<file path="config.mk">
export PLATFORM = sky130hd
export DESIGN_NAME = ns_rtc_alarm_registers
export DESIGN_NICKNAME = d
export VERILOG_FILES = /design/src/sv/rtcalm_pkg.sv /design/src/sv/rtcalm_in_reg.sv /design/src/sv/rtcalm_core.sv /design/src/sv/ns_rtc_alarm_registers.sv
export SDC_FILE = /design/constraint.sdc
export NUM_CORES = 1
export LEC_CHECK = 0
export BUFFER_PORTS_ARGS = -buffer_cell sky130_fd_sc_hd__clkbuf_2
export CAP_MARGIN = 30
export CORE_MARGIN = 3
export CORE_UTILIZATION = 62
export CTS_CLUSTER_DIAMETER = 200
export CTS_CLUSTER_SIZE = 12
export DETAILED_ROUTE_END_ITERATION = 12
export PLACE_DENSITY = 0.93
export SYNTH_ARGS = -nofsm -noshare
export SYNTH_HDL_FRONTEND = slang
export SYNTH_SLANG_ARGS = --single-unit
</file>
<file path="constraint.sdc">
create_clock -name clk -period 5.6 [get_ports clk]
set_input_delay 1.12 -clock clk [delete_from_list [all_inputs] [get_ports clk]]
set_output_delay 1.12 -clock clk [all_outputs]
set_load 0.02 [all_outputs]
</file>
<file path="src/sv/rtcalm_pkg.sv">
package rtcalm_pkg;

    localparam int unsigned WindowBytes = 4096;
    localparam int unsigned WinCmpW     = 17;

    localparam logic [19:0] NsPerTickReset = 20'd10;
    localparam logic [63:0] TimeSetMax     = 64'h7FFF_FFFF_FFFF_FFFF;

    localparam logic [1:0] OP_READ  = 2'd0;
    localparam logic [1:0] OP_WRITE = 2'd1;
    localparam logic [1:0] OP_TICK  = 2'd2;

    // register index = offset[4:2]
    typedef enum logic [2:0] {
        REG_TIME_LOW        = 3'd0,
        REG_TIME_HIGH       = 3'd1,
        REG_ALARM_LOW       = 3'd2,
        REG_ALARM_HIGH      = 3'd3,
        REG_IRQ_ENABLED     = 3'd4,
        REG_CLEAR_ALARM     = 3'd5,
        REG_ALARM_STATUS    = 3'd6,
        REG_CLEAR_INTERRUPT = 3'd7
    } reg_sel_t;

    typedef struct packed {
        logic [1:0]  op;
        logic [11:0] offset;
        logic        word_access;
        logic [31:0] write_data;
    } in_item_t;

    typedef struct packed {
        logic [31:0] read_data;
        logic        fault;
        logic        irq_out;
    } out_item_t;

endpackage

</file>
<file path="src/sv/rtcalm_in_reg.sv">
module rtcalm_in_reg
(
    input  logic                clk,
    input  logic                rst_n,
    input  logic                in_valid,
    input  rtcalm_pkg::in_item_t in_data,
    output logic                in_stall,
    input  logic                take,
    output logic                item_valid,
    output rtcalm_pkg::in_item_t item
);

    logic                 valid_reg;
    logic                 valid_next;
    rtcalm_pkg::in_item_t item_reg;
    logic                 load;

    assign in_stall   = valid_reg && !take;
    assign load       = in_valid && !in_stall;
    assign valid_next = load ? 1'b1 : (take ? 1'b0 : valid_reg);

    always_ff @(posedge clk or negedge rst_n)
    begin
        if (!rst_n)
        begin
            valid_reg <= 1'b0;
        end
        else
        begin
            valid_reg <= valid_next;
        end
    end

    always_ff @(posedge clk)
    begin
        if (load)
        begin
            item_reg <= in_data;
        end
    end

    assign item_valid = valid_reg;
    assign item       = item_reg;

endmodule

</file>
<file path="src/sv/rtcalm_core.sv">
module rtcalm_core
#(
    parameter int unsigned WINDOW_BYTES = rtcalm_pkg::WindowBytes
)
(
    input  logic                 clk,
    input  logic                 rst_n,
    input  logic [19:0]          ns_per_tick,
    input  logic                 item_valid,
    input  rtcalm_pkg::in_item_t item,
    output logic                 take,
    output logic                 out_valid,
    output rtcalm_pkg::out_item_t out_data,
    input  logic                 out_stall
);

    logic [63:0] time_reg,          time_next;
    logic [31:0] read_high_reg,     read_high_next;
    logic [31:0] stg_time_high_reg, stg_time_high_next;
    logic [31:0] stg_alarm_high_reg, stg_alarm_high_next;
    logic [63:0] alarm_reg,         alarm_next;
    logic        armed_reg,         armed_next;
    logic        irq_en_reg,        irq_en_next;
    logic        pending_reg,       pending_next;
    logic        out_valid_reg,     out_valid_next;
    rtcalm_pkg::out_item_t out_item_reg;

    logic [64:0] tick_sum;
    logic [63:0] tick_time;
    logic [63:0] set_value;
    logic        bus_op;
    logic        bad_access;
    logic        mapped;
    logic [31:0] rd_value;
    rtcalm_pkg::reg_sel_t sel;

    assign take           = item_valid && (!out_valid_reg || !out_stall);
    assign out_valid_next = take ? 1'b1 : (out_stall ? out_valid_reg : 1'b0);

    assign tick_sum   = {1'b0, time_reg} + {45'd0, ns_per_tick};
    assign tick_time  = tick_sum[64] ? {64{1'b1}} : tick_sum[63:0];
    assign set_value  = {stg_time_high_reg, item.write_data};
    assign bus_op     = (item.op == rtcalm_pkg::OP_READ) || (item.op == rtcalm_pkg::OP_WRITE);
    assign bad_access = !item.word_access || (item.offset[1:0] != 2'b00);
    assign mapped     = ({5'd0, item.offset} < rtcalm_pkg::WinCmpW'(WINDOW_BYTES))
                        && (item.offset[11:5] == 7'd0);
    assign sel        = rtcalm_pkg::reg_sel_t'(item.offset[4:2]);

    always_comb
    begin
        time_next           = time_reg;
        read_high_next      = read_high_reg;
        stg_time_high_next  = stg_time_high_reg;
        stg_alarm_high_next = stg_alarm_high_reg;
        alarm_next          = alarm_reg;
        armed_next          = armed_reg;
        irq_en_next         = irq_en_reg;
        pending_next        = pending_reg;
        rd_value            = 32'd0;
        if (item.op == rtcalm_pkg::OP_TICK)
        begin
            time_next = tick_time;
            if (armed_reg && (tick_time >= alarm_reg))
            begin
                armed_next   = 1'b0;
                pending_next = irq_en_reg;
            end
        end
        else if (bus_op && !bad_access && mapped)
        begin
            if (item.op == rtcalm_pkg::OP_READ)
            begin
                case (sel)
                    rtcalm_pkg::REG_TIME_LOW:
                    begin
                        read_high_next = time_reg[63:32];
                        rd_value       = time_reg[31:0];
                    end
                    rtcalm_pkg::REG_TIME_HIGH:    rd_value = read_high_reg;
                    rtcalm_pkg::REG_ALARM_LOW:    rd_value = alarm_reg[31:0];
                    rtcalm_pkg::REG_ALARM_HIGH:   rd_value = alarm_reg[63:32];
                    rtcalm_pkg::REG_IRQ_ENABLED:  rd_value = {31'd0, irq_en_reg};
                    rtcalm_pkg::REG_ALARM_STATUS: rd_value = {31'd0, armed_reg};
                    default:                      rd_value = 32'd0;
                endcase
            end
            else
            begin
                case (sel)
                    rtcalm_pkg::REG_TIME_LOW:
                    begin
                        time_next = set_value[63] ? rtcalm_pkg::TimeSetMax : set_value;
                    end
                    rtcalm_pkg::REG_TIME_HIGH:  stg_time_high_next = item.write_data;
                    rtcalm_pkg::REG_ALARM_LOW:
                    begin
                        alarm_next   = {stg_alarm_high_reg, item.write_data};
                        armed_next   = 1'b1;
                        pending_next = 1'b0;
                    end
                    rtcalm_pkg::REG_ALARM_HIGH: stg_alarm_high_next = item.write_data;
                    rtcalm_pkg::REG_IRQ_ENABLED:
                    begin
                        irq_en_next = |item.write_data;
                        if (!(|item.write_data))
                        begin
                            pending_next = 1'b0;
                        end
                    end
                    rtcalm_pkg::REG_CLEAR_ALARM:
                    begin
                        if (|item.write_data)
                        begin
                            armed_next   = 1'b0;
                            pending_next = 1'b0;
                        end
                    end
                    rtcalm_pkg::REG_CLEAR_INTERRUPT:
                    begin
                        if (|item.write_data)
                        begin
                            pending_next = 1'b0;
                        end
                    end
                    default:
                    begin
                    end
                endcase
            end
        end
    end

    always_ff @(posedge clk or negedge rst_n)
    begin
        if (!rst_n)
        begin
            time_reg           <= 64'd0;
            read_high_reg      <= 32'd0;
            stg_time_high_reg  <= 32'd0;
            stg_alarm_high_reg <= 32'd0;
            alarm_reg          <= 64'd0;
            armed_reg          <= 1'b0;
            irq_en_reg         <= 1'b0;
            pending_reg        <= 1'b0;
            out_valid_reg      <= 1'b0;
        end
        else
        begin
            out_valid_reg <= out_valid_next;
            if (take)
            begin
                time_reg           <= time_next;
                read_high_reg      <= read_high_next;
                stg_time_high_reg  <= stg_time_high_next;
                stg_alarm_high_reg <= stg_alarm_high_next;
                alarm_reg          <= alarm_next;
                armed_reg          <= armed_next;
                irq_en_reg         <= irq_en_next;
                pending_reg        <= pending_next;
            end
        end
    end

    always_ff @(posedge clk)
    begin
        if (take)
        begin
            out_item_reg.read_data <= rd_value;
            out_item_reg.fault     <= bus_op && bad_access;
            out_item_reg.irq_out   <= pending_next;
        end
    end

    assign out_valid = out_valid_reg;
    assign out_data  = out_item_reg;

endmodule

</file>
<file path="src/sv/ns_rtc_alarm_registers.sv">
// Stages: input register, then result register, which holds while out_stall is high.
// Throughput: one item per cycle while out_stall is low; the state update and the
// result share one register stage, so each item sees the state left by the item
// before it.
// Reset (rst_n low, asynchronous): time, alarm, staging and interrupt state clear,
// ns_per_tick returns to 10, both pipeline stages empty.
module ns_rtc_alarm_registers
#(
    parameter int unsigned WINDOW_BYTES = rtcalm_pkg::WindowBytes
)
(
    input  logic                  clk,
    input  logic                  rst_n,
    input  logic                  cfg_wr_en,
    input  logic [19:0]           cfg_wr_data,
    input  logic                  in_valid,
    output logic                  in_stall,
    input  rtcalm_pkg::in_item_t  in_data,
    output logic                  out_valid,
    input  logic                  out_stall,
    output rtcalm_pkg::out_item_t out_data
);

    logic [19:0]          ns_per_tick_reg;
    logic                 item_valid;
    logic                 take;
    rtcalm_pkg::in_item_t item;

    always_ff @(posedge clk or negedge rst_n)
    begin
        if (!rst_n)
        begin
            ns_per_tick_reg <= rtcalm_pkg::NsPerTickReset;
        end
        else if (cfg_wr_en)
        begin
            ns_per_tick_reg <= cfg_wr_data;
        end
    end

    rtcalm_in_reg u_in_reg
    (
        .clk        (clk),
        .rst_n      (rst_n),
        .in_valid   (in_valid),
        .in_data    (in_data),
        .in_stall   (in_stall),
        .take       (take),
        .item_valid (item_valid),
        .item       (item)
    );

    rtcalm_core
    #(
        .WINDOW_BYTES (WINDOW_BYTES)
    )
    u_core
    (
        .clk         (clk),
        .rst_n       (rst_n),
        .ns_per_tick (ns_per_tick_reg),
        .item_valid  (item_valid),
        .item        (item),
        .take        (take),
        .out_valid   (out_valid),
        .out_data    (out_data),
        .out_stall   (out_stall)
    );

endmodule

</file>
=== After elaboration in Yosys (flattened, before gate mapping) ===
Index checks and enable logic that the tools add are counted.

* Add/subtract/negate cells: 1
* $lt $le $gt $ge: 1
* Eq/ne operators: 13
* Mux-type cells: 24
* Bitwise gates (word level): 3
* Reduce and logical (&&, ||, !) cells: 34

{| class="wikitable"
|+ Operator list
! kind !! number
|-
| 64-bit 2-to-1 mux || 5
|-
| 32-bit case mux with 6 select lines || 1
|-
| 64-bit by 20-bit adder with 65-bit output || 1
|-
| 64-bit greater-or-equal comparator || 1
|-
| 63-bit 2-to-1 mux || 1
|-
| 32-bit OR reduction || 1
|-
| 5-bit AND reduction || 5
|-
| 1-bit 2-to-1 mux || 15
|-
| 3-bit == test (second input constant) || 4
|-
| 2-bit nonzero test || 4
|-
| 1-bit logical AND || 7
|-
| 7-bit zero test || 1
|-
| 3-bit by 2-bit == test with 1-bit output (second input constant) || 2
|-
| 1-bit zero test || 6
|-
| 6-bit AND reduction || 1
|-
| 2-bit by 1-bit != test with 1-bit output (second input constant) || 2
|-
| 4-bit AND reduction || 1
|-
| 3-bit by 1-bit == test with 1-bit output (second input constant) || 1
|-
| 3-bit zero test || 1
|-
| 1-bit logical OR || 3
|-
| 3-bit by 1-bit != test with 1-bit output (second input constant) || 1
|-
| 1-bit NOT || 3
|-
| 1-bit case mux with 3 select lines || 1
|-
| 3-bit nonzero test || 1
|-
| other kinds (7) || 7
|}

* Register bits: 330
* Output and inout port bits: 36

=== Logic depth before layout (Yosys ltp) ===
* Depth in word-level cells: 8
* Gate-level depth with buffers: 20
* Depth with buffers taken out: 19

=== Hierarchy ===
Synthesis repeated with hierarchy kept, for this count alone.

* Cell total of the unflattened synthesis: 1,665
* Area, all modules: 17,327.9 um^2

{| class="wikitable"
|+ By module, submodules not included
! module !! times used !! cells each !! area each (um^2) !! sequential area each (um^2)
|-
| rtcalm_core || 1 || 1,571 || 15,033.2 || 6,726.5
|-
| rtcalm_in_reg || 1 || 52 || 1,468.9 || 1,436.4
|-
| ns_rtc_alarm_registers || 1 || 42 || 825.8 || 503.0
|}

=== Worst setup path before layout ===
Ideal clock, no wire load.

* Path type: reg2reg
* Start point: reg ns_per_tick_reg[0]
* End point: reg u_core.out_item_reg, in the netlist u_core.out_data[0], data pin
* Setup time: 255 ps
* Arrival: 4,225 ps
* Data required time: 5,345 ps
* Path slack: 1,120 ps
* Stages on the path, launching flop included: 20
* Path buffers: 2
* Clock period less this slack: 4,480 ps
* Path through: dfrtp_1 -> ha_1 -> fa_1 -> a21oi_1 -> o211ai_1 -> a32oi_1 -> nor4_1 -> o211ai_1 -> clkbuf_1 -> clkbuf_1 -> o21ai_0 -> ha_1 -> nand4_1 -> nor4_1 -> nand3_1 -> o211ai_1 -> a2111oi_0 -> a21oi_1 -> mux2i_1 -> nor2_1

* Word-level cells in the longest chain between the ends: 6

{| class="wikitable"
|+ RTL lines
! element !! RTL line !! source
|-
| from (decl) || ns_rtc_alarm_registers.sv:24 || <nowiki>logic [19:0] ns_per_tick_reg;</nowiki>
|-
| from (signal assigned) || ns_rtc_alarm_registers.sv:33 || <nowiki>ns_per_tick_reg <= rtcalm_pkg::NsPerTickReset;</nowiki>
|-
| from (signal assigned) || ns_rtc_alarm_registers.sv:37 || <nowiki>ns_per_tick_reg <= cfg_wr_data;</nowiki>
|-
| 64-bit by 20-bit adder with 65-bit output || rtcalm_core.sv:40 || <nowiki>assign tick_sum = {1'b0, time_reg} + {45'd0, ns_per_tick};</nowiki>
|-
| 64-bit 2-to-1 mux || rtcalm_core.sv:41 || <nowiki>assign tick_time = tick_sum[64] ? {64{1'b1}} : tick_sum[63:0];</nowiki>
|-
| 64-bit greater-or-equal comparator || rtcalm_core.sv:63 || <nowiki>if (armed_reg && (tick_time >= alarm_reg))</nowiki>
|-
| 1-bit logical AND || rtcalm_core.sv:63 ||
|-
| 1-bit 2-to-1 mux || rtcalm_core.sv:63 ||
|-
| 1-bit 2-to-1 mux || rtcalm_core.sv:60 || <nowiki>if (item.op == rtcalm_pkg::OP_TICK)</nowiki>
|-
| named net u_core.pending_next || rtcalm_core.sv:24 || <nowiki>logic pending_reg, pending_next;</nowiki>
|-
| to (decl) || rtcalm_core.sv:26 || <nowiki>rtcalm_pkg::out_item_t out_item_reg;</nowiki>
|}

The timed path passes the listed nets, and every way through them passes these cells.
A chain may end at the register's enable or synchronous reset.

=== Worst setup path in the final report ===
* Start point: reg u_core.time_reg[6]
* End point: reg u_core.out_item_reg, in the netlist u_core.out_data[0], data pin

* Word-level cells in the longest chain between the ends: 6

{| class="wikitable"
|+ RTL lines
! element !! RTL line !! source
|-
| from (decl) || rtcalm_core.sv:17 || <nowiki>logic [63:0] time_reg, time_next;</nowiki>
|-
| from (signal assigned) || rtcalm_core.sv:152 || <nowiki>time_reg <= time_next;</nowiki>
|-
| 64-bit by 20-bit adder with 65-bit output || rtcalm_core.sv:40 ||
|-
| 64-bit 2-to-1 mux || rtcalm_core.sv:41 ||
|-
| 64-bit greater-or-equal comparator || rtcalm_core.sv:63 ||
|-
| 1-bit logical AND || rtcalm_core.sv:63 ||
|-
| 1-bit 2-to-1 mux || rtcalm_core.sv:63 ||
|-
| 1-bit 2-to-1 mux || rtcalm_core.sv:60 ||
|-
| named net u_core.pending_next || rtcalm_core.sv:24 ||
|}

The timed path passes the listed nets, and every way through them passes these cells.

==> flow_metrics.py <==
metrics = {
    "setup_path": {
        "crit_buf_inv": 1,
        "setup.worst_path.start": "u_core.time_reg[6]",
        "cp-end-kind": "flop",
        "crit_family": "compound AO/OA/AOI/OAI gates",
        "cp_max_fo": 7,
        "arrival_ns": 5.52,
        "r2r_cells": 19,
        "cp_num_cells": 19,
        "cp_slowest_stage_delay_ns": 0.41,
        "crit_slowest_cell": "dfrtp_1",
        "r2r_slack_ns": 0.43,
        "crit_path_start_kind": "flop",
        "r2r_start": "u_core.time_reg[6]",
        "required_ns": 5.95,
        "crit_type": "reg -> reg",
        "path_cells": "ha_1 -> a21o_1 -> a221o_1 -> a32oi_1 -> nand3_2 -> and3_1 -> buf_4 -> and4_1 -> xnor2_1 -> nand2_1 -> ha_1 -> a21oi_1 -> o21ai_0 -> a211oi_1 -> o21ai_0 -> a2111oi_1 -> a21oi_2 -> mux2i_1 -> nor2_1",
    },
    "cells_and_area": {
        "final_common_cell": "dfrtp_1",
        "syn2layout_area_growth_pct": 10.78,
        "mostFrequentLayoutCells": "247 x dfrtp_1, 181 x mux2_2, 128 x nand2_1",
        "n_antenna_cell": 0,
        "nets": 1857,
        "drive_gt1_share_pct": 22.51,
        "instances_no_fill": 2091,
    },
    "die": {
        "ioPinCount": 108,
        "initial_core_util_pct": 64.08,
        "die_height_um": 174.1,
        "core_area_mm2": 0.02733,
        "dieWidth_um": 174.1,
        "fp-row-count": 60,
        "dieArea_mm2": 0.03030,
    },
    "synthesis": {
        "synth_cell_type_count": 77,
        "synth_fp_nets": 1772,
        "synth_area_per_cell_um2": 10.84,
        "synth_top_family_by_area": "compound AO/OA/AOI/OAI gates",
        "seq_area_frac_synth_pct": 49.49,
        "synth_ff_type": "dfrtp_1",
        "netlist_instances": 1615,
        "synthXorXnorAreaFrac_pct": 2.601,
        "syn_area_mm2": 0.01751,
        "ys_seq_elements": 330,
        "synth-edff-count": 81,
        "muxShareOfSynthArea_pct": 12.00,
        "synth_warnings": 0,
        "synth_top_cell_by_area": "dfrtp_1",
        "synthTopCellsByArea": "dfrtp_1 35%, edfxtp_1 14%, mux2_2 12%",
        "async_flop_share_pct": 75.45,
        "synth_compound_area_share_pct": 14.72,
        "synthAdderAreaFrac_pct": 6.116,
        "synth-simple-area-share_pct": 11.30,
        "synth.top_cell.area_share_pct": 35.30,
    },
    "timing": {
        "setup_viol": 0,
        "hold_violations": 0,
        "fin_hold_ws_ns": 0.5006,
        "finalMaxSlewViolations": 0,
        "finalSetupTns_ns": 0,
        "post-route-period-util_pct": 92.24,
        "fin_ws_ns": 0.4343,
        "period_needed_ns": 5.166,
        "relSlewSlack_pct": 34.28,
        "max_freq_mhz": 193.6,
        "finClkSkew_ns": 0.03073,
        "rsz0062_at_grt": "no",
        "worstMarginPinSlew_ns": 0.9847,
    },
    "routing": {
        "ant_nets": 0,
        "drc": 0,
        "vias": 14192,
        "post_drt_wl_per_cell_um": 24.83,
        "vias_per_cell": 6.787,
        "wl_mm": 51.92,
        "first_pass_iters": 6,
        "drt_iter0_markers": 1701,
    },
    "pwr": {
        "p_leak_nw": 8.511,
        "powerDensity_mw_per_mm2": 352.4,
        "ir_worst_vdd_uv": 308.3,
    },
    "placed_design": {
        "post-place-ws_ns": 0.1394,
        "place.gp.congestion": 0.9609,
        "numPlacedInstances": 2039,
        "port-buffer-count": 107,
        "dp_hpwl_mm": 34.74,
    },
    "clock_network": {
        "cts_tree": "built",
        "cts.sinks": 330,
        "cts_hold_buffers": 0,
        "path_clk_slew_ns": 0.07,
        "clockBufferDepth": 3,
        "clock_latency_ns": 0.60,
        "h-tree-depth": 1,
        "cts_made_buffers": 31,
        "post_cts_buffers": 0,
        "cts_root_buf": "clkbuf_16",
    },
    "hold_path": {
        "holdCritStartpoint": "u_core.stg_time_high_reg[28]",
        "hold_class": "reg -> reg",
        "holdPathStages": 1,
    },
    "run": {
        "max_cap_viol_count": 0,
    },
    "global_route": {
        "antenna_found_initial": 0,
        "groute.usage.overall_pct": 33.68,
        "grt-ovfl-total": 0,
        "grt_pass1_vias": 14291,
        "grt_pass1_wl_mm": 80.16,
        "grt_max_degree": 124,
    },
    "status": {
        "status": "finished, final reports clean",
    },
}
final timing paths:
check,end
worst max-delay path,u_core.out_data[0]
worst min-delay path,u_core.time_reg[60]
worst max register to register,u_core.out_data[0]
worst min register to register,u_core.time_reg[60]
max in group asynchronous,u_core.stg_time_high_reg[18]
min in group asynchronous,u_core.alarm_reg[19]
report_power, final:
| part | internal, W | switching (W) | leakage [nW] | total [W] |
|---|---|---|---|---|
| sequential | 0.00266 | 0.000291 | 4.05 | 0.00295 |
| combinational | 0.000778 | 0.00117 | 4.04 | 0.00194 |
| clock | 0.00103 | 0.000911 | 0.418 | 0.00194 |
stage by stage:
stage	cell area, um^2	power, W	util, %
floorplan	17510	0.004222	-
global placement	18470	0.004776	67.60
detailed placement	18490	0.004845	67.67
CTS	19370	0.006771	70.87
global route	19400	0.007182	70.99
finish	19400	0.006837	70.99
cells in the mapped netlist (all sizes together) (15+ instances only):
library cell / count
a21o: 25
a21oi: 98
a22oi: 63
a31oi: 18
and3: 23
buf: 17
clkbuf: 69
dfrtp: 247
edfxtp: 81
ha: 84
inv: 85
mux2: 181
nand2: 129
nand3: 38
nand4: 24
nor2: 94
nor3: 24
nor4: 20
o21a: 15
o21ai: 59
xnor2: 31
xor2: 21
cell families (layout without fill, tap and decap cells):
logic type | Yosys count | after routing
compound gates | 385 | 385
fa+ha+maj | 85 | 85
mux | 186 | 186
buf+inv | 172 | 276
simple gates | 405 | 405
xor+xnor | 52 | 52
flops | 330 | 330
cell type report:
cell class | instances | area (um^2)
Clock buffer | 50 | 847.1
Clock inverter | 2 | 28.78
Fill cell | 1937 | 7926
Inverter | 86 | 322.8
Multi-Input combinational cell | 1113 | 8254
Sequential cell | 330 | 8666
Tap cell | 372 | 465.4
Timing Repair Buffer | 138 | 815.8
what timing repair did:
| item | CTS | global route |
|---|---|---|
| hold endpoints to repair | 0 | 0 |
| gates resized for setup | 0 | 7 |
| endpoints found under the setup margin | 0 | 3 |
metal layers:
metal | wire length (um) | track usage, %
met5 | 0 | 0
met4 | 2596 | 16.29
met3 | 5373 | 6.335
met2 | 24110 | 53.60
met1 | 19840 | 44.81
No activity file was read; power rests on OpenSTA's default activity.
